**config.mk**
```make
export PLATFORM = sky130hd
export DESIGN_NAME = filtered_pulse_edge_detector_flat
export DESIGN_NICKNAME = d
export VERILOG_FILES = /design/src/rtl/fped_pkg.sv /design/src/rtl/fped_if.sv /design/src/rtl/fped_filter.sv /design/src/rtl/fped_detect.sv /design/src/rtl/filtered_pulse_edge_detector.sv /design/src/flat_wrapper.sv
export SDC_FILE = /design/constraint.sdc
export NUM_CORES = 1
export LEC_CHECK = 0
export ABC_AREA = 0
export BUFFER_PORTS_ARGS = -buffer_cell sky130_fd_sc_hd__buf_2
export CORE_MARGIN = 2
export CORE_UTILIZATION = 40
export CTS_CLUSTER_SIZE = 24
export DETAILED_ROUTE_END_ITERATION = 8
export GPL_TIMING_DRIVEN = 0
export HOLD_SLACK_MARGIN = 0.03
export SLEW_MARGIN = 0
export SYNTH_ARGS = -nofsm -noshare
export SYNTH_HDL_FRONTEND = slang
export SYNTH_SLANG_ARGS = --single-unit
export TNS_END_PERCENT = 50
```
**constraint.sdc**
```tcl
create_clock -name clock -period 24.2 [get_ports clock]
set_input_delay 7.26 -clock clock [delete_from_list [all_inputs] [get_ports clock]]
set_output_delay 7.26 -clock clock [all_outputs]
set_load 0.005 [all_outputs]
```
**src/rtl/fped_pkg.sv**
```systemverilog
package fped_pkg;

   // Time arithmetic width (wraps modulo 2**TIME_BITS)
   localparam int TIME_BITS = 32;

   localparam int SAMPLE_BITS    = 8;
   localparam int STAMP_BITS     = 32;
   localparam int COUNT_BITS     = 32;
   localparam int WINDOW_DEPTH   = 5;
   localparam int SLOT_BITS      = $clog2(WINDOW_DEPTH);
   localparam int CSR_IDX_BITS   = 3;
   localparam int CSR_DATA_BITS  = 16;

   // filter modes
   localparam logic [1:0] MODE_MEAN3 = 2'd0;
   localparam logic [1:0] MODE_MED3  = 2'd1;
   localparam logic [1:0] MODE_MED5  = 2'd2;

   // register indexes
   localparam logic [CSR_IDX_BITS-1:0] CSR_FILTER_MODE = 3'd0;
   localparam logic [CSR_IDX_BITS-1:0] CSR_RISE_STEP   = 3'd1;
   localparam logic [CSR_IDX_BITS-1:0] CSR_PULSE_WIDTH = 3'd2;
   localparam logic [CSR_IDX_BITS-1:0] CSR_WIDTH_TOL   = 3'd3;
   localparam logic [CSR_IDX_BITS-1:0] CSR_TIMEOUT     = 3'd4;
   localparam logic [CSR_IDX_BITS-1:0] CSR_SETTLE      = 3'd5;

   // register reset values
   localparam logic [1:0]  RST_FILTER_MODE = MODE_MED5;
   localparam logic [6:0]  RST_RISE_STEP   = 7'd10;
   localparam logic [7:0]  RST_PULSE_WIDTH = 8'd10;
   localparam logic [7:0]  RST_WIDTH_TOL   = 8'd2;
   localparam logic [7:0]  RST_TIMEOUT     = 8'd50;
   localparam logic [15:0] RST_SETTLE      = 16'd100;

   // floor(x/3) = (x*683) >> 11, exact for x <= 765
   localparam logic [9:0] MEAN3_RECIP = 10'd683;
   localparam int         MEAN3_SHIFT = 11;

   typedef logic [WINDOW_DEPTH-1:0][SAMPLE_BITS-1:0] window_type;

   typedef struct packed {
      logic [1:0]  filter_mode;
      logic [6:0]  rise_step;
      logic [7:0]  pulse_width_ms;
      logic [7:0]  width_tolerance_ms;
      logic [7:0]  timeout_ms;
      logic [15:0] settle_ms;
   } cfg_type;

   typedef struct packed {
      logic [SAMPLE_BITS-1:0] filtered_value;
      logic                   pulse_found;
      logic                   pulse_complete;
      logic [COUNT_BITS-1:0]  pulse_number;
      logic [STAMP_BITS-1:0]  report_time;
      logic [SAMPLE_BITS-1:0] before_rise;
      logic [SAMPLE_BITS-1:0] after_rise;
      logic [SAMPLE_BITS-1:0] before_fall;
      logic [SAMPLE_BITS-1:0] after_fall;
   } result_type;

   // compare-exchange: returns {low, high}
   function automatic logic [2*SAMPLE_BITS-1:0] cmpx(input logic [SAMPLE_BITS-1:0] a,
                                                     input logic [SAMPLE_BITS-1:0] b);
      return (a > b) ? {b, a} : {a, b};
   endfunction

   function automatic logic [SAMPLE_BITS-1:0] median3(input logic [SAMPLE_BITS-1:0] a,
                                                      input logic [SAMPLE_BITS-1:0] b,
                                                      input logic [SAMPLE_BITS-1:0] c);
      logic [SAMPLE_BITS-1:0] lo_ab;
      logic [SAMPLE_BITS-1:0] hi_ab;
      logic [SAMPLE_BITS-1:0] mid_c;
      {lo_ab, hi_ab} = cmpx(a, b);
      mid_c = (hi_ab < c) ? hi_ab : c;
      return (lo_ab > mid_c) ? lo_ab : mid_c;
   endfunction

   // nine-comparator sorting network, middle element taken
   function automatic logic [SAMPLE_BITS-1:0] median5(input window_type w);
      window_type s;
      s = w;
      {s[0], s[1]} = cmpx(s[0], s[1]);
      {s[3], s[4]} = cmpx(s[3], s[4]);
      {s[2], s[4]} = cmpx(s[2], s[4]);
      {s[2], s[3]} = cmpx(s[2], s[3]);
      {s[0], s[3]} = cmpx(s[0], s[3]);
      {s[0], s[2]} = cmpx(s[0], s[2]);
      {s[1], s[4]} = cmpx(s[1], s[4]);
      {s[1], s[3]} = cmpx(s[1], s[3]);
      {s[1], s[2]} = cmpx(s[1], s[2]);
      return s[2];
   endfunction

endpackage

```
**src/rtl/fped_if.sv**
```systemverilog
interface fped_req_if;
   logic                              valid;
   logic                              ready;
   logic [fped_pkg::SAMPLE_BITS-1:0]  sample;
   logic [fped_pkg::STAMP_BITS-1:0]   sample_time;

   modport source (output valid, sample, sample_time, input ready);
   modport sink   (input valid, sample, sample_time, output ready);
endinterface

interface fped_rsp_if;
   logic                              valid;
   logic                              ready;
   logic [fped_pkg::SAMPLE_BITS-1:0]  filtered_value;
   logic                              pulse_found;
   logic                              pulse_complete;
   logic [fped_pkg::COUNT_BITS-1:0]   pulse_number;
   logic [fped_pkg::STAMP_BITS-1:0]   report_time;
   logic [fped_pkg::SAMPLE_BITS-1:0]  before_rise;
   logic [fped_pkg::SAMPLE_BITS-1:0]  after_rise;
   logic [fped_pkg::SAMPLE_BITS-1:0]  before_fall;
   logic [fped_pkg::SAMPLE_BITS-1:0]  after_fall;

   modport source (output valid, filtered_value, pulse_found, pulse_complete, pulse_number,
                   report_time, before_rise, after_rise, before_fall, after_fall,
                   input ready);
   modport sink   (input valid, filtered_value, pulse_found, pulse_complete, pulse_number,
                   report_time, before_rise, after_rise, before_fall, after_fall,
                   output ready);
endinterface

interface fped_csr_if;
   logic                               valid;
   logic                               ready;
   logic [fped_pkg::CSR_IDX_BITS-1:0]  index;
   logic [fped_pkg::CSR_DATA_BITS-1:0] data;

   modport source (output valid, index, data, input ready);
   modport sink   (input valid, index, data, output ready);
endinterface

```
**src/rtl/fped_filter.sv**
```systemverilog
module fped_filter (
   input  logic                             clock,
   input  logic                             reset,
   input  logic                             advance,
   input  logic [1:0]                       filter_mode,
   input  logic [fped_pkg::SAMPLE_BITS-1:0] sample,
   output logic [fped_pkg::SAMPLE_BITS-1:0] filtered
);

   fped_pkg::window_type                window_ff;
   fped_pkg::window_type                window_in;
   logic [fped_pkg::SLOT_BITS-1:0]      slot_ff;
   logic [fped_pkg::SLOT_BITS-1:0]      slot_in;
   logic [fped_pkg::SLOT_BITS-1:0]      win_len;
   logic [fped_pkg::SLOT_BITS-1:0]      wr_slot;
   logic [fped_pkg::SLOT_BITS-1:0]      wr_next;
   logic [fped_pkg::SAMPLE_BITS+1:0]    sum3;
   logic [fped_pkg::SAMPLE_BITS+11:0]   prod3;

   // a slot left over from five-sample mode restarts at entry 0
   always_comb begin
      win_len = (filter_mode == fped_pkg::MODE_MED5) ? fped_pkg::SLOT_BITS'(5)
                                                      : fped_pkg::SLOT_BITS'(3);
      wr_slot = (slot_ff < win_len) ? slot_ff : '0;
      wr_next = wr_slot + fped_pkg::SLOT_BITS'(1);
      slot_in = (wr_next == win_len) ? '0 : wr_next;
      window_in = window_ff;
      window_in[wr_slot] = sample;
   end

   always_comb begin
      sum3  = 10'(window_in[0]) + 10'(window_in[1]) + 10'(window_in[2]);
      prod3 = 20'(sum3) * 20'(fped_pkg::MEAN3_RECIP);
      case (filter_mode)
         fped_pkg::MODE_MED5: filtered = fped_pkg::median5(window_in);
         fped_pkg::MODE_MED3: filtered = fped_pkg::median3(window_in[0], window_in[1],
                                                           window_in[2]);
         default:             filtered = prod3[fped_pkg::MEAN3_SHIFT +: fped_pkg::SAMPLE_BITS];
      endcase
   end

   always_ff @(posedge clock) begin
      if (reset) begin
         window_ff <= '0;
         slot_ff   <= '0;
      end else if (advance) begin
         window_ff <= window_in;
         slot_ff   <= slot_in;
      end
   end

endmodule

```
**src/rtl/fped_detect.sv**
```systemverilog
module fped_detect (
   input  logic                             clock,
   input  logic                             reset,
   input  logic                             advance,
   input  fped_pkg::cfg_type                cfg,
   input  logic [fped_pkg::SAMPLE_BITS-1:0] filtered,
   input  logic [fped_pkg::STAMP_BITS-1:0]  sample_time,
   output fped_pkg::result_type             result
);

   localparam int TB = fped_pkg::TIME_BITS;
   localparam int SB = fped_pkg::SAMPLE_BITS;

   logic [SB-1:0]                   prev_ff;
   logic [SB-1:0]                   prev_in;
   logic                            in_pulse_ff;
   logic                            in_pulse_in;
   logic [TB-1:0]                   rise_time_ff;
   logic [TB-1:0]                   rise_time_in;
   logic [SB-1:0]                   held_before_ff;
   logic [SB-1:0]                   held_before_in;
   logic [SB-1:0]                   held_after_ff;
   logic [SB-1:0]                   held_after_in;
   logic [fped_pkg::COUNT_BITS-1:0] count_ff;
   logic [fped_pkg::COUNT_BITS-1:0] count_in;

   logic [TB-1:0] now;
   logic [TB-1:0] elapsed;
   logic [TB-1:0] pw;
   logic [TB-1:0] dev;
   logic          settling;
   logic          rise;
   logic          fall_ok;
   logic          timed_out;
   logic          found;

   always_comb begin
      now      = TB'(sample_time);
      settling = now < TB'(cfg.settle_ms);
      rise     = !in_pulse_ff &&
                 ({1'b0, filtered} > ({1'b0, prev_ff} + (SB+1)'(cfg.rise_step)));
      elapsed  = now - rise_time_ff;
      pw       = TB'(cfg.pulse_width_ms);
      dev      = (elapsed >= pw) ? elapsed - pw : pw - elapsed;
      fall_ok  = in_pulse_ff && (dev <= TB'(cfg.width_tolerance_ms)) &&
                 ({1'b0, prev_ff} > ({1'b0, filtered} + (SB+1)'(cfg.rise_step >> 1)));
      timed_out = in_pulse_ff && (elapsed > TB'(cfg.timeout_ms));
      found    = !settling && (fall_ok || timed_out);
   end

   always_comb begin
      prev_in        = filtered;
      in_pulse_in    = in_pulse_ff;
      rise_time_in   = rise_time_ff;
      held_before_in = held_before_ff;
      held_after_in  = held_after_ff;
      count_in       = count_ff;
      if (!settling && rise) begin
         in_pulse_in    = 1'b1;
         rise_time_in   = now;
         held_before_in = prev_ff;
         held_after_in  = filtered;
      end
      if (found) begin
         in_pulse_in = 1'b0;
         count_in    = count_ff + fped_pkg::COUNT_BITS'(1);
      end
   end

   always_comb begin
      result                = '0;
      result.filtered_value = filtered;
      if (found) begin
         result.pulse_found    = 1'b1;
         result.pulse_complete = fall_ok;
         result.pulse_number   = count_ff;
         result.report_time    = fped_pkg::STAMP_BITS'(now);
         result.before_rise    = held_before_ff;
         result.after_rise     = held_after_ff;
         result.before_fall    = prev_ff;
         result.after_fall     = filtered;
      end
   end

   always_ff @(posedge clock) begin
      if (reset) begin
         prev_ff        <= '0;
         in_pulse_ff    <= 1'b0;
         rise_time_ff   <= '0;
         held_before_ff <= '0;
         held_after_ff  <= '0;
         count_ff       <= '0;
      end else if (advance) begin
         prev_ff        <= prev_in;
         in_pulse_ff    <= in_pulse_in;
         rise_time_ff   <= rise_time_in;
         held_before_ff <= held_before_in;
         held_after_ff  <= held_after_in;
         count_ff       <= count_in;
      end
   end

endmodule

```
**src/rtl/filtered_pulse_edge_detector.sv**
```systemverilog
// Filtered pulse edge detector. Each request carries one 8-bit light-sensor sample and its
// millisecond timestamp and yields exactly one response, in request order: the filtered
// value (mean of three, median of three or median of five, by filter_mode) and, when that
// sample closes a pulse, a pulse report (completed by a fall inside the expected width
// window, or timed out); with no report all report fields read zero. One request can be
// taken every cycle: a request is latched in an input register, filtered and checked
// against the pulse state in a single pass into the output register, and its response is
// valid on rsp from the output register once the request has advanced into it. A response
// held on rsp stalls the input register, and once that register is full the request side
// stalls too. The window, pulse state and report counter clear on reset, and the
// registers return to their defaults (median of five, step 10, width 10 ms, tolerance
// 2 ms, timeout 50 ms, settle 100 ms). Write registers through csr only while no request
// is in flight; csr writes complete in the cycle they are offered, and writes to indexes
// beyond settle_ms are dropped.
module filtered_pulse_edge_detector (
   input  logic             clock,
   input  logic             reset,
   fped_req_if.sink         req,
   fped_rsp_if.source       rsp,
   fped_csr_if.sink         csr
);

   fped_pkg::cfg_type                cfg_ff;
   fped_pkg::cfg_type                cfg_in;

   logic                             s1_valid_ff;
   logic                             s1_valid_in;
   logic [fped_pkg::SAMPLE_BITS-1:0] s1_sample_ff;
   logic [fped_pkg::STAMP_BITS-1:0]  s1_time_ff;

   logic                             rsp_valid_ff;
   logic                             rsp_valid_in;
   fped_pkg::result_type             rsp_data_ff;
   fped_pkg::result_type             rsp_data_in;

   logic                             req_take;
   logic                             advance;
   logic [fped_pkg::SAMPLE_BITS-1:0] filtered;

   // Configuration: always ready, decode the index, drop unknown indexes.
   assign csr.ready = 1'b1;

   always_comb begin
      cfg_in = cfg_ff;
      if (csr.valid) begin
         unique case (csr.index)
            fped_pkg::CSR_FILTER_MODE: cfg_in.filter_mode        = csr.data[1:0];
            fped_pkg::CSR_RISE_STEP:   cfg_in.rise_step          = csr.data[6:0];
            fped_pkg::CSR_PULSE_WIDTH: cfg_in.pulse_width_ms     = csr.data[7:0];
            fped_pkg::CSR_WIDTH_TOL:   cfg_in.width_tolerance_ms = csr.data[7:0];
            fped_pkg::CSR_TIMEOUT:     cfg_in.timeout_ms         = csr.data[7:0];
            fped_pkg::CSR_SETTLE:      cfg_in.settle_ms          = csr.data[15:0];
            default:                   cfg_in = cfg_ff;
         endcase
      end
   end

   always_ff @(posedge clock) begin
      if (reset) begin
         cfg_ff.filter_mode        <= fped_pkg::RST_FILTER_MODE;
         cfg_ff.rise_step          <= fped_pkg::RST_RISE_STEP;
         cfg_ff.pulse_width_ms     <= fped_pkg::RST_PULSE_WIDTH;
         cfg_ff.width_tolerance_ms <= fped_pkg::RST_WIDTH_TOL;
         cfg_ff.timeout_ms         <= fped_pkg::RST_TIMEOUT;
         cfg_ff.settle_ms          <= fped_pkg::RST_SETTLE;
      end else begin
         cfg_ff <= cfg_in;
      end
   end

   // Advance the input register into the output register whenever the output
   // register is empty or its response is being taken this cycle.
   assign advance   = s1_valid_ff && (!rsp_valid_ff || rsp.ready);
   assign req.ready = !s1_valid_ff || advance;
   assign req_take  = req.valid && req.ready;

   always_comb begin
      s1_valid_in = s1_valid_ff;
      if (req_take) begin
         s1_valid_in = 1'b1;
      end else if (advance) begin
         s1_valid_in = 1'b0;
      end
   end

   always_ff @(posedge clock) begin
      if (reset) begin
         s1_valid_ff <= 1'b0;
      end else begin
         s1_valid_ff <= s1_valid_in;
      end
   end

   // Hold the latched request until it advances.
   always_ff @(posedge clock) begin
      if (req_take) begin
         s1_sample_ff <= req.sample;
         s1_time_ff   <= req.sample_time;
      end
   end

   fped_filter u_filter (
      .clock       (clock),
      .reset       (reset),
      .advance     (advance),
      .filter_mode (cfg_ff.filter_mode),
      .sample      (s1_sample_ff),
      .filtered    (filtered)
   );

   fped_detect u_detect (
      .clock       (clock),
      .reset       (reset),
      .advance     (advance),
      .cfg         (cfg_ff),
      .filtered    (filtered),
      .sample_time (s1_time_ff),
      .result      (rsp_data_in)
   );

   // Output register: load on advance, drop valid once the response is taken.
   always_comb begin
      rsp_valid_in = rsp_valid_ff;
      if (advance) begin
         rsp_valid_in = 1'b1;
      end else if (rsp.ready) begin
         rsp_valid_in = 1'b0;
      end
   end

   always_ff @(posedge clock) begin
      if (reset) begin
         rsp_valid_ff <= 1'b0;
      end else begin
         rsp_valid_ff <= rsp_valid_in;
      end
   end

   always_ff @(posedge clock) begin
      if (advance) begin
         rsp_data_ff <= rsp_data_in;
      end
   end

   assign rsp.valid          = rsp_valid_ff;
   assign rsp.filtered_value = rsp_data_ff.filtered_value;
   assign rsp.pulse_found    = rsp_data_ff.pulse_found;
   assign rsp.pulse_complete = rsp_data_ff.pulse_complete;
   assign rsp.pulse_number   = rsp_data_ff.pulse_number;
   assign rsp.report_time    = rsp_data_ff.report_time;
   assign rsp.before_rise    = rsp_data_ff.before_rise;
   assign rsp.after_rise     = rsp_data_ff.after_rise;
   assign rsp.before_fall    = rsp_data_ff.before_fall;
   assign rsp.after_fall     = rsp_data_ff.after_fall;

`ifndef SYNTHESIS
   a_s1_hold: assert property (@(posedge clock) disable iff (reset)
      s1_valid_ff && !advance |=> s1_valid_ff && $stable(s1_sample_ff) && $stable(s1_time_ff))
      else $error("latched request lost or changed while stalled");

   a_advance_loads: assert property (@(posedge clock) disable iff (reset)
      advance |=> rsp_valid_ff)
      else $error("advanced request produced no response");

   a_empty_ready: assert property (@(posedge clock) disable iff (reset)
      !s1_valid_ff |-> req.ready)
      else $error("input register empty but request refused");

   a_no_report_zero: assert property (@(posedge clock) disable iff (reset)
      rsp_valid_ff && !rsp_data_ff.pulse_found |->
         !rsp_data_ff.pulse_complete && rsp_data_ff.pulse_number == '0 &&
         rsp_data_ff.report_time == '0 && rsp_data_ff.before_rise == '0 &&
         rsp_data_ff.after_rise == '0 && rsp_data_ff.before_fall == '0 &&
         rsp_data_ff.after_fall == '0)
      else $error("report fields set without a pulse report");
`endif

endmodule
```
**src/flat_wrapper.sv**
```systemverilog
// flat-port wrapper written by rule: the top's interface ports become plain ports
module filtered_pulse_edge_detector_flat 
  (clock, reset, req_valid, req_sample, req_sample_time, req_ready, rsp_valid, rsp_filtered_value, rsp_pulse_found, rsp_pulse_complete, rsp_pulse_number, rsp_report_time, rsp_before_rise, rsp_after_rise, rsp_before_fall, rsp_after_fall, rsp_ready, csr_valid, csr_index, csr_data, csr_ready);
  fped_req_if req_i ();
  fped_rsp_if rsp_i ();
  fped_csr_if csr_i ();
  input  logic clock;
  input  logic reset;
  input wire logic [$bits(req_i.valid)-1:0] req_valid;
  input wire logic [$bits(req_i.sample)-1:0] req_sample;
  input wire logic [$bits(req_i.sample_time)-1:0] req_sample_time;
  output wire logic [$bits(req_i.ready)-1:0] req_ready;
  output wire logic [$bits(rsp_i.valid)-1:0] rsp_valid;
  output wire logic [$bits(rsp_i.filtered_value)-1:0] rsp_filtered_value;
  output wire logic [$bits(rsp_i.pulse_found)-1:0] rsp_pulse_found;
  output wire logic [$bits(rsp_i.pulse_complete)-1:0] rsp_pulse_complete;
  output wire logic [$bits(rsp_i.pulse_number)-1:0] rsp_pulse_number;
  output wire logic [$bits(rsp_i.report_time)-1:0] rsp_report_time;
  output wire logic [$bits(rsp_i.before_rise)-1:0] rsp_before_rise;
  output wire logic [$bits(rsp_i.after_rise)-1:0] rsp_after_rise;
  output wire logic [$bits(rsp_i.before_fall)-1:0] rsp_before_fall;
  output wire logic [$bits(rsp_i.after_fall)-1:0] rsp_after_fall;
  input wire logic [$bits(rsp_i.ready)-1:0] rsp_ready;
  input wire logic [$bits(csr_i.valid)-1:0] csr_valid;
  input wire logic [$bits(csr_i.index)-1:0] csr_index;
  input wire logic [$bits(csr_i.data)-1:0] csr_data;
  output wire logic [$bits(csr_i.ready)-1:0] csr_ready;
  assign req_i.valid = req_valid;
  assign req_i.sample = req_sample;
  assign req_i.sample_time = req_sample_time;
  assign req_ready = req_i.ready;
  assign rsp_valid = rsp_i.valid;
  assign rsp_filtered_value = rsp_i.filtered_value;
  assign rsp_pulse_found = rsp_i.pulse_found;
  assign rsp_pulse_complete = rsp_i.pulse_complete;
  assign rsp_pulse_number = rsp_i.pulse_number;
  assign rsp_report_time = rsp_i.report_time;
  assign rsp_before_rise = rsp_i.before_rise;
  assign rsp_after_rise = rsp_i.after_rise;
  assign rsp_before_fall = rsp_i.before_fall;
  assign rsp_after_fall = rsp_i.after_fall;
  assign rsp_i.ready = rsp_ready;
  assign csr_i.valid = csr_valid;
  assign csr_i.index = csr_index;
  assign csr_i.data = csr_data;
  assign csr_ready = csr_i.ready;
  filtered_pulse_edge_detector u_core (.clock(clock), .reset(reset), .req(req_i), .rsp(rsp_i), .csr(csr_i));
endmodule
```
**Yosys cells after proc, flatten, opt, wreduce, memory -nomap -nowiden**

Cells that the tools add are included.

- Flip-flop bits (word level): 329
- Input port bits: 64
- Output and inout bits: 109

- Add/sub/neg operators: 9
- Multipliers: 1
- Order comparisons: 20
- Eq/ne operators: 8
- Mux-type cells: 26
- Reductions and logical operators: 29

Operator list:

| cell | count |
|---|---|
| $mux W16 | 7 |
| $mux W98 | 1 |
| $gt A8 B8 Y1 | 10 |
| $bwmux W40 | 1 |
| $mux W8 | 5 |
| $add A32 B1 Y32 const B | 1 |
| $ge A32 B8 Y1 | 1 |
| $gt A32 B8 Y1 | 1 |
| $le A32 B8 Y1 | 1 |
| $lt A32 B16 Y1 | 1 |
| $mux W32 | 1 |
| $sub A32 B32 Y32 | 1 |
| $sub A32 B8 Y32 | 1 |
| $sub A8 B32 Y32 | 1 |
| $demux W8 S3 | 1 |
| $mul A10 B10 Y19 const B | 1 |
| $gt A8 B9 Y1 | 2 |
| $reduce_and A2 Y1 | 9 |
| $pmux W8 S2 | 1 |
| $add A9 B8 Y10 | 1 |
| $add A8 B6 Y9 | 1 |
| $add A8 B7 Y9 | 1 |
| $add A8 B8 Y9 | 1 |
| $logic_and A1 B1 Y1 | 9 |
| other kinds (17) | 33 |

**Longest topological paths before layout**

- Depth after elaboration: 29
- Depth in mapped cells: 102

**Hierarchy**

Synthesis repeated with hierarchy kept, for this count alone.

- Cells, all modules: 2656
- Area, all modules: 24568.6 µm²

By module, submodules not included:

| module | instances | cells each | area an instance (µm²) | sequential area each (µm²) |
|---|---|---|---|---|
| fped_detect | 1 | 1278 | 9738.1 | 1781.7 |
| fped_filter | 1 | 1029 | 8314.2 | 860.8 |
| filtered_pulse_edge_detector | 1 | 349 | 6516.2 | 5405.2 |

**Worst setup path before layout**

OpenSTA, ideal clock, no wires.

- Kind: flip-flop to flip-flop
- Start point: register, netlist name u_core.cfg_ff[47]
- End point: register u_core.u_detect.count_ff[11] (netlist bit)
- Library setup time: 0.123 ns
- Arrival: 19.450 ns
- Data required time: 24.077 ns
- Setup slack: 4.627 ns
- Stages on the path, launching flop included: 96
- Cell sequence: dfxtp_1 inv_1 ha_1 clkbuf_1 inv_1 ha_1 a21o_1 nor2_2 buf_1 mux2i_1 ha_1 a21o_1 a21o_1 a221oi_1 o41a_1 nand2_1 nand2_1 clkbuf_1 [... 60 more ...] a21oi_1 o21bai_1 a21oi_1 xnor2_1 ha_1 o21ai_0 a21oi_1 o221ai_1 a221o_1 a2111oi_0 o2111ai_1 a2111oi_0 nand4_1 or4_4 nor4_4 o311ai_4 a2111oi_2 mux2_1

- Longest elaborated chain between the ends: 28

RTL lines:

| element | RTL line | text |
|---|---|---|
| $eq A2 B2 Y1 | fped_filter.sv:22, fped_filter.sv:34 |  |
| $mux W3 | fped_filter.sv:22 | `win_len = (filter_mode == fped_pkg::MODE_MED5) ? fped_pkg::SLOT_BITS'(5)` |
| $lt A3 B3 Y1 | fped_filter.sv:24 | `wr_slot = (slot_ff < win_len) ? slot_ff : '0;` |
| $mux W3 | fped_filter.sv:24 |  |
| $lt A3 B4 Y1 (implied by the code) or $ge A3 B1 Y1 (tied branches) | fped_filter.sv:28 | `window_in[wr_slot] = sample;` |
| $logic_and A1 B1 Y1 (implied by the code) | fped_filter.sv:28 |  |
| $mux W8 (implied by the code) | fped_filter.sv:28 |  |
| $demux W8 S3 | fped_filter.sv:28 |  |
| [... 13 more ...] | - |  |
| $pmux W8 S2 (*) | fped_filter.sv:34 | `case (filter_mode)` |
| net u_core.filtered, one bit | filtered_pulse_edge_detector.sv:38 | `logic [fped_pkg::SAMPLE_BITS-1:0] filtered;` |
| $add A8 B6 Y9 (*) | fped_detect.sv:46 | `({1'b0, prev_ff} > ({1'b0, filtered} + (SB+1)'(cfg.rise_step >> 1)));` |
| $gt A8 B9 Y1 (*) | fped_detect.sv:46 |  |
| $logic_and A1 B1 Y1 (*) | fped_detect.sv:45 | `fall_ok = in_pulse_ff && (dev <= TB'(cfg.width_tolerance_ms)) &&` |
| $logic_or A1 B1 Y1 (*) | fped_detect.sv:48 | `found = !settling && (fall_ok \|\| timed_out);` |
| $logic_and A1 B1 Y1 (*) | fped_detect.sv:48 |  |
| $reduce_and A2 Y1 (no line) (*) | - |  |
| end signal, assigned | fped_detect.sv:99 | `count_ff <= count_in;` |
| end, declared | fped_detect.sv:24 | `logic [fped_pkg::COUNT_BITS-1:0] count_ff;` |

The timed path passes the listed nets; every way through them passes the cells marked *.
A chain may end at the register's enable or synchronous reset.

**Worst setup path in the final report**

- Start point: register, netlist name u_core.cfg_ff[47]
- End point: register u_core.rsp_data_ff, in the netlist u_core.rsp.after_rise[4] (data pin)

- Longest elaborated chain between the ends: 27

RTL lines:

| element | RTL line | text |
|---|---|---|
| $eq A2 B2 Y1 | fped_filter.sv:22, fped_filter.sv:34 |  |
| $mux W3 | fped_filter.sv:22 |  |
| $lt A3 B3 Y1 | fped_filter.sv:24 |  |
| $mux W3 | fped_filter.sv:24 |  |
| $lt A3 B4 Y1 (implied by the code) or $ge A3 B1 Y1 (tied branches) | fped_filter.sv:28 |  |
| $logic_and A1 B1 Y1 (implied by the code) | fped_filter.sv:28 |  |
| $mux W8 (implied by the code) | fped_filter.sv:28 |  |
| $demux W8 S3 | fped_filter.sv:28 |  |
| [... 12 more ...] | - |  |
| $mux W8 | fped_pkg.sv:65 | `return (a > b) ? {b, a} : {a, b};` |
| $pmux W8 S2 (*) | fped_filter.sv:34 |  |
| net u_core.filtered, one bit | filtered_pulse_edge_detector.sv:38 |  |
| $add A8 B6 Y9 (*) | fped_detect.sv:46 |  |
| $gt A8 B9 Y1 (*) | fped_detect.sv:46 |  |
| $logic_and A1 B1 Y1 (*) | fped_detect.sv:45 |  |
| $logic_or A1 B1 Y1 (*) | fped_detect.sv:48 |  |
| $logic_and A1 B1 Y1 (*) | fped_detect.sv:48 |  |
| end signal, assigned | filtered_pulse_edge_detector.sv:141 | `rsp_data_ff <= rsp_data_in;` |
| end, declared | filtered_pulse_edge_detector.sv:33 | `fped_pkg::result_type rsp_data_ff;` |

Marked as above.

==> metrics.cfg <==
[setup_path]
reg2reg_to = u_core.rsp.after_rise[4]
worstPathRequired_ns = 24.63
cp_num_buf_inv = 20
cpMaxStageDelayCell = o31ai_1
cp-end-kind = flop
critPathArrivalTime_ns = 23.21
crit_fanout = 10
critPathTopFamily = compound AO/OA/AOI/OAI gates
setup.worst_path.class = reg2reg
reg2reg_depth = 100
rrSetupSlack_ns = 1.42
cpPeakStageDelay_ns = 0.60
path_common_cell = ha_1
r2r_start = u_core.cfg_ff[47]
worst_setup_path_start_kind = flop

[detailed_routing]
drc = 0
top_layer = met4
routed_wl_um = 75560
drt_first_iter_violations = 1233
wire_per_inst_um = 19.78
first_pass_iters = 5
met2WireLength_um = 35620
drtAntennaViolNets = 0
wl_met1_um = 32910
viasPerCell = 5.595
routed-wl-met3_um = 3960
num_vias = 21370

[clocking]
cts_buffers = 40
clk_latency_ns = 0.59
holdBufCountCts = 0
clock-sinks = 329
h-tree-depth = 2
cts-root-buf = clkbuf_16
cts_tree = done
clock_path_buffers = 3
path_clk_slew_ns = 0.06

[sta]
hold_violations = 0
tightest_slew_ns = 1.299
relSlewSlack_pct = 12.86
fin_hold_ws_ns = 0.4547
rsz0062_at_grt = false
setup_viol = 0
fin_crit_ns = 22.78
worst_slack_ns = 1.421
slew_violations = 0
max_freq_ghz = 0.04390
fin_crit_sh_pct = 94.13
fin_skew_ns = 0.03603

[cells_and_area]
finalInstanceArea_um2 = 28170
num-fill-cells = 6020
nNetsFinal = 3358
layout-drive-gt1-share_pct = 12.15
area_growth_pct = 13.59
antenna_cells = 0

[synth]
synth_compound_area_share_pct = 18.48
synthesis.area_um2 = 24800
synth-simple-area-share_pct = 18.74
ys_types = 110
netlist_instances = 2782
yosysSeqAreaShare_pct = 32.45
synthAdderAreaFrac_pct = 16.04
syn-num-nets = 3143
ys_warn_count = 0
synthXorXnorAreaFrac_pct = 2.437
synth_edf_count = 146
synth_seq_cells = 329
postSynthAreaPerCell_um2 = 8.915
synth_top_family_by_area = simple AND/OR/NAND/NOR gates
synth-main-ff-cell = dfxtp_1
muxShareOfSynthArea_pct = 6.518
ys_async_sr_fraction_pct = 0

[min_path]
min_to = u_core.cfg_ff[4]
hold_path_class = reg2reg
hp-start = u_core.cfg_ff[4]
min_path_cells = 2

[global_routing]
grt_overflow_total = 0
antenna_found_initial = 0
grt_start_max_net_pins = 60
grt_util_all_layers_pct = 23.24
grt_pass1_vias = 20860
grt_pass1_wl_um = 116600

[floorplanning]
rows = 91
die-area_um2 = 64010
io_pins = 173
die_x_um = 253.0
core_area_um2 = 61480
initial_utilization_pct = 40.34
fp.dieH_um = 253.0

[run_status]
status = finished, final reports clean

[placed_design]
dp.final_hpwl_um = 59380
gp_congestion = 0.9088
pre_cts_ws_ns = -1.021
placed_area_um2 = 26680
io_buffer_count = 168

[run]
maxCapViolations = 0

per-stage QoR:
step | cells | utilization (%) | setup TNS (ns)
floorplan | 2782 | - | 0
global placement | 3740 | 43.31 | -97.10
detailed placement | 3742 | 43.40 | -109.43
CTS | 3816 | 45.64 | 0
global route | 3819 | 45.82 | 0
finish | 3819 | 45.82 | 0
worst register-to-register path: cells and delay by family, from the launching register on:
kind            cells  cell delay (ns)
fa+ha+maj          10             2.95
xor+xnor            1             0.09
flops               1             0.31
compound gates     45             9.56
simple gates       22             4.07
mux                 2             0.76
buf+inv            20             4.93
cell usage after synthesis, types with 18 or more instances:
cell,n,area (µm²)
o21a_1,29,217.7
a21o_1,50,375.4
xor2_1,24,210.2
nor3_1,35,175.2
nor2_1,300,1126
dfxtp_1,183,3664
o21bai_1,18,135.1
o211ai_1,19,142.6
a21oi_1,195,975.9
nand3_1,61,305.3
nand4_1,45,281.5
inv_1,208,780.8
xnor2_1,45,394.1
and3_1,22,137.6
and2_1,106,663.1
nand2_1,170,638.1
ha_1,262,3278
mux2i_1,112,1121
mux2_2,24,270.3
o21ai_0,111,555.5
edfxtp_1,146,4384
nand2b_1,32,200.2
a211oi_1,70,525.5
fa_1,35,700.7
clkbuf_1,96,360.4
nor2b_1,58,362.9
mux2_1,18,202.7
routing by layer:
layer | vias up | track usage, %
li1 | 10450 | -
met3 | 144 | 3.361
met4 | 0 | 9.197
met1 | 10210 | 29.70
met5 | - | 0
met2 | 557 | 39.45
repair_timing:
item,in CTS,in global routing
resized for setup,7,42
pin swaps,0,1
setup endpoints to repair,131,131
gates cloned,0,0
buffers inserted,0,3
registers in the layout (all words and copies together), names as in the netlist, 3 cells and up:
register	count
u_core.u_detect.held_after_ff	8
u_core.rsp.pulse_number	32
u_core.u_detect.held_before_ff	8
u_core.rsp.after_fall	8
u_core.rsp.after_rise	8
u_core.u_detect.prev_ff	8
u_core.s1_time_ff	32
u_core.rsp.before_rise	8
u_core.u_filter.slot_ff	3
u_core.s1_sample_ff	8
u_core.cfg_ff	49
u_core.rsp.filtered_value	8
u_core.u_detect.rise_time_ff	32
u_core.u_filter.window_ff	40
u_core.rsp.report_time	32
u_core.rsp.before_fall	8
u_core.u_detect.count_ff	32
placed cells by master, fill, tap and decap left out, types with 92 or more instances in the layout:
cell type	count
inv_1	208
and2_1	105
nor2_1	299
edfxtp_1	146
buf_2	184
nand2_1	169
o21ai_0	111
a21oi_1	192
dfxtp_1	183
clkbuf_1	92
ha_1	262
mux2i_1	107
cell type report:
class	instances	area [µm²]	area share (%)
Clock inverter	20	266.5	0.9460
Buffer	127	559.3	1.985
Sequential cell	329	8048	28.57
Multi-Input combinational cell	2115	15510	55.06
Clock buffer	54	1095	3.886
Timing Repair Buffer	173	910.9	3.233
Inverter	211	792.0	2.811
Tap cell	790	988.4	3.509
how the worst max path moves through the flow:
stage	startpoint	end	slack, ns	cells past startpoint
4_1_cts	u_core.cfg_ff[47]	u_core.rsp.after_rise[4]	0.10	98
6_report	u_core.cfg_ff[47]	u_core.rsp.after_rise[4]	1.42	100
3_5_place_dp	u_core.cfg_ff[47]	u_core.rsp.report_time[17]	-1.02	98
3_3_place_gp	u_core.cfg_ff[47]	u_core.rsp.report_time[21]	-0.91	97
2_1_floorplan	u_core.cfg_ff[47]	u_core.u_detect.count_ff[11]	4.63	95
5_1_grt	u_core.cfg_ff[47]	u_core.rsp.after_rise[3]	0.02	101
logic make-up after synthesis:
group / after synthesis
and+or+nand+nor: 922
DFF: 329
xor gates and xnor gates: 69
adders and majority gates: 297
muxes: 155
buffers and inverters: 338
other: 1
AOI/OAI and AO/OA: 671
Power is not shown: default switching activity piles up to over one toggle a cycle in this logic, so the estimate is an artifact.
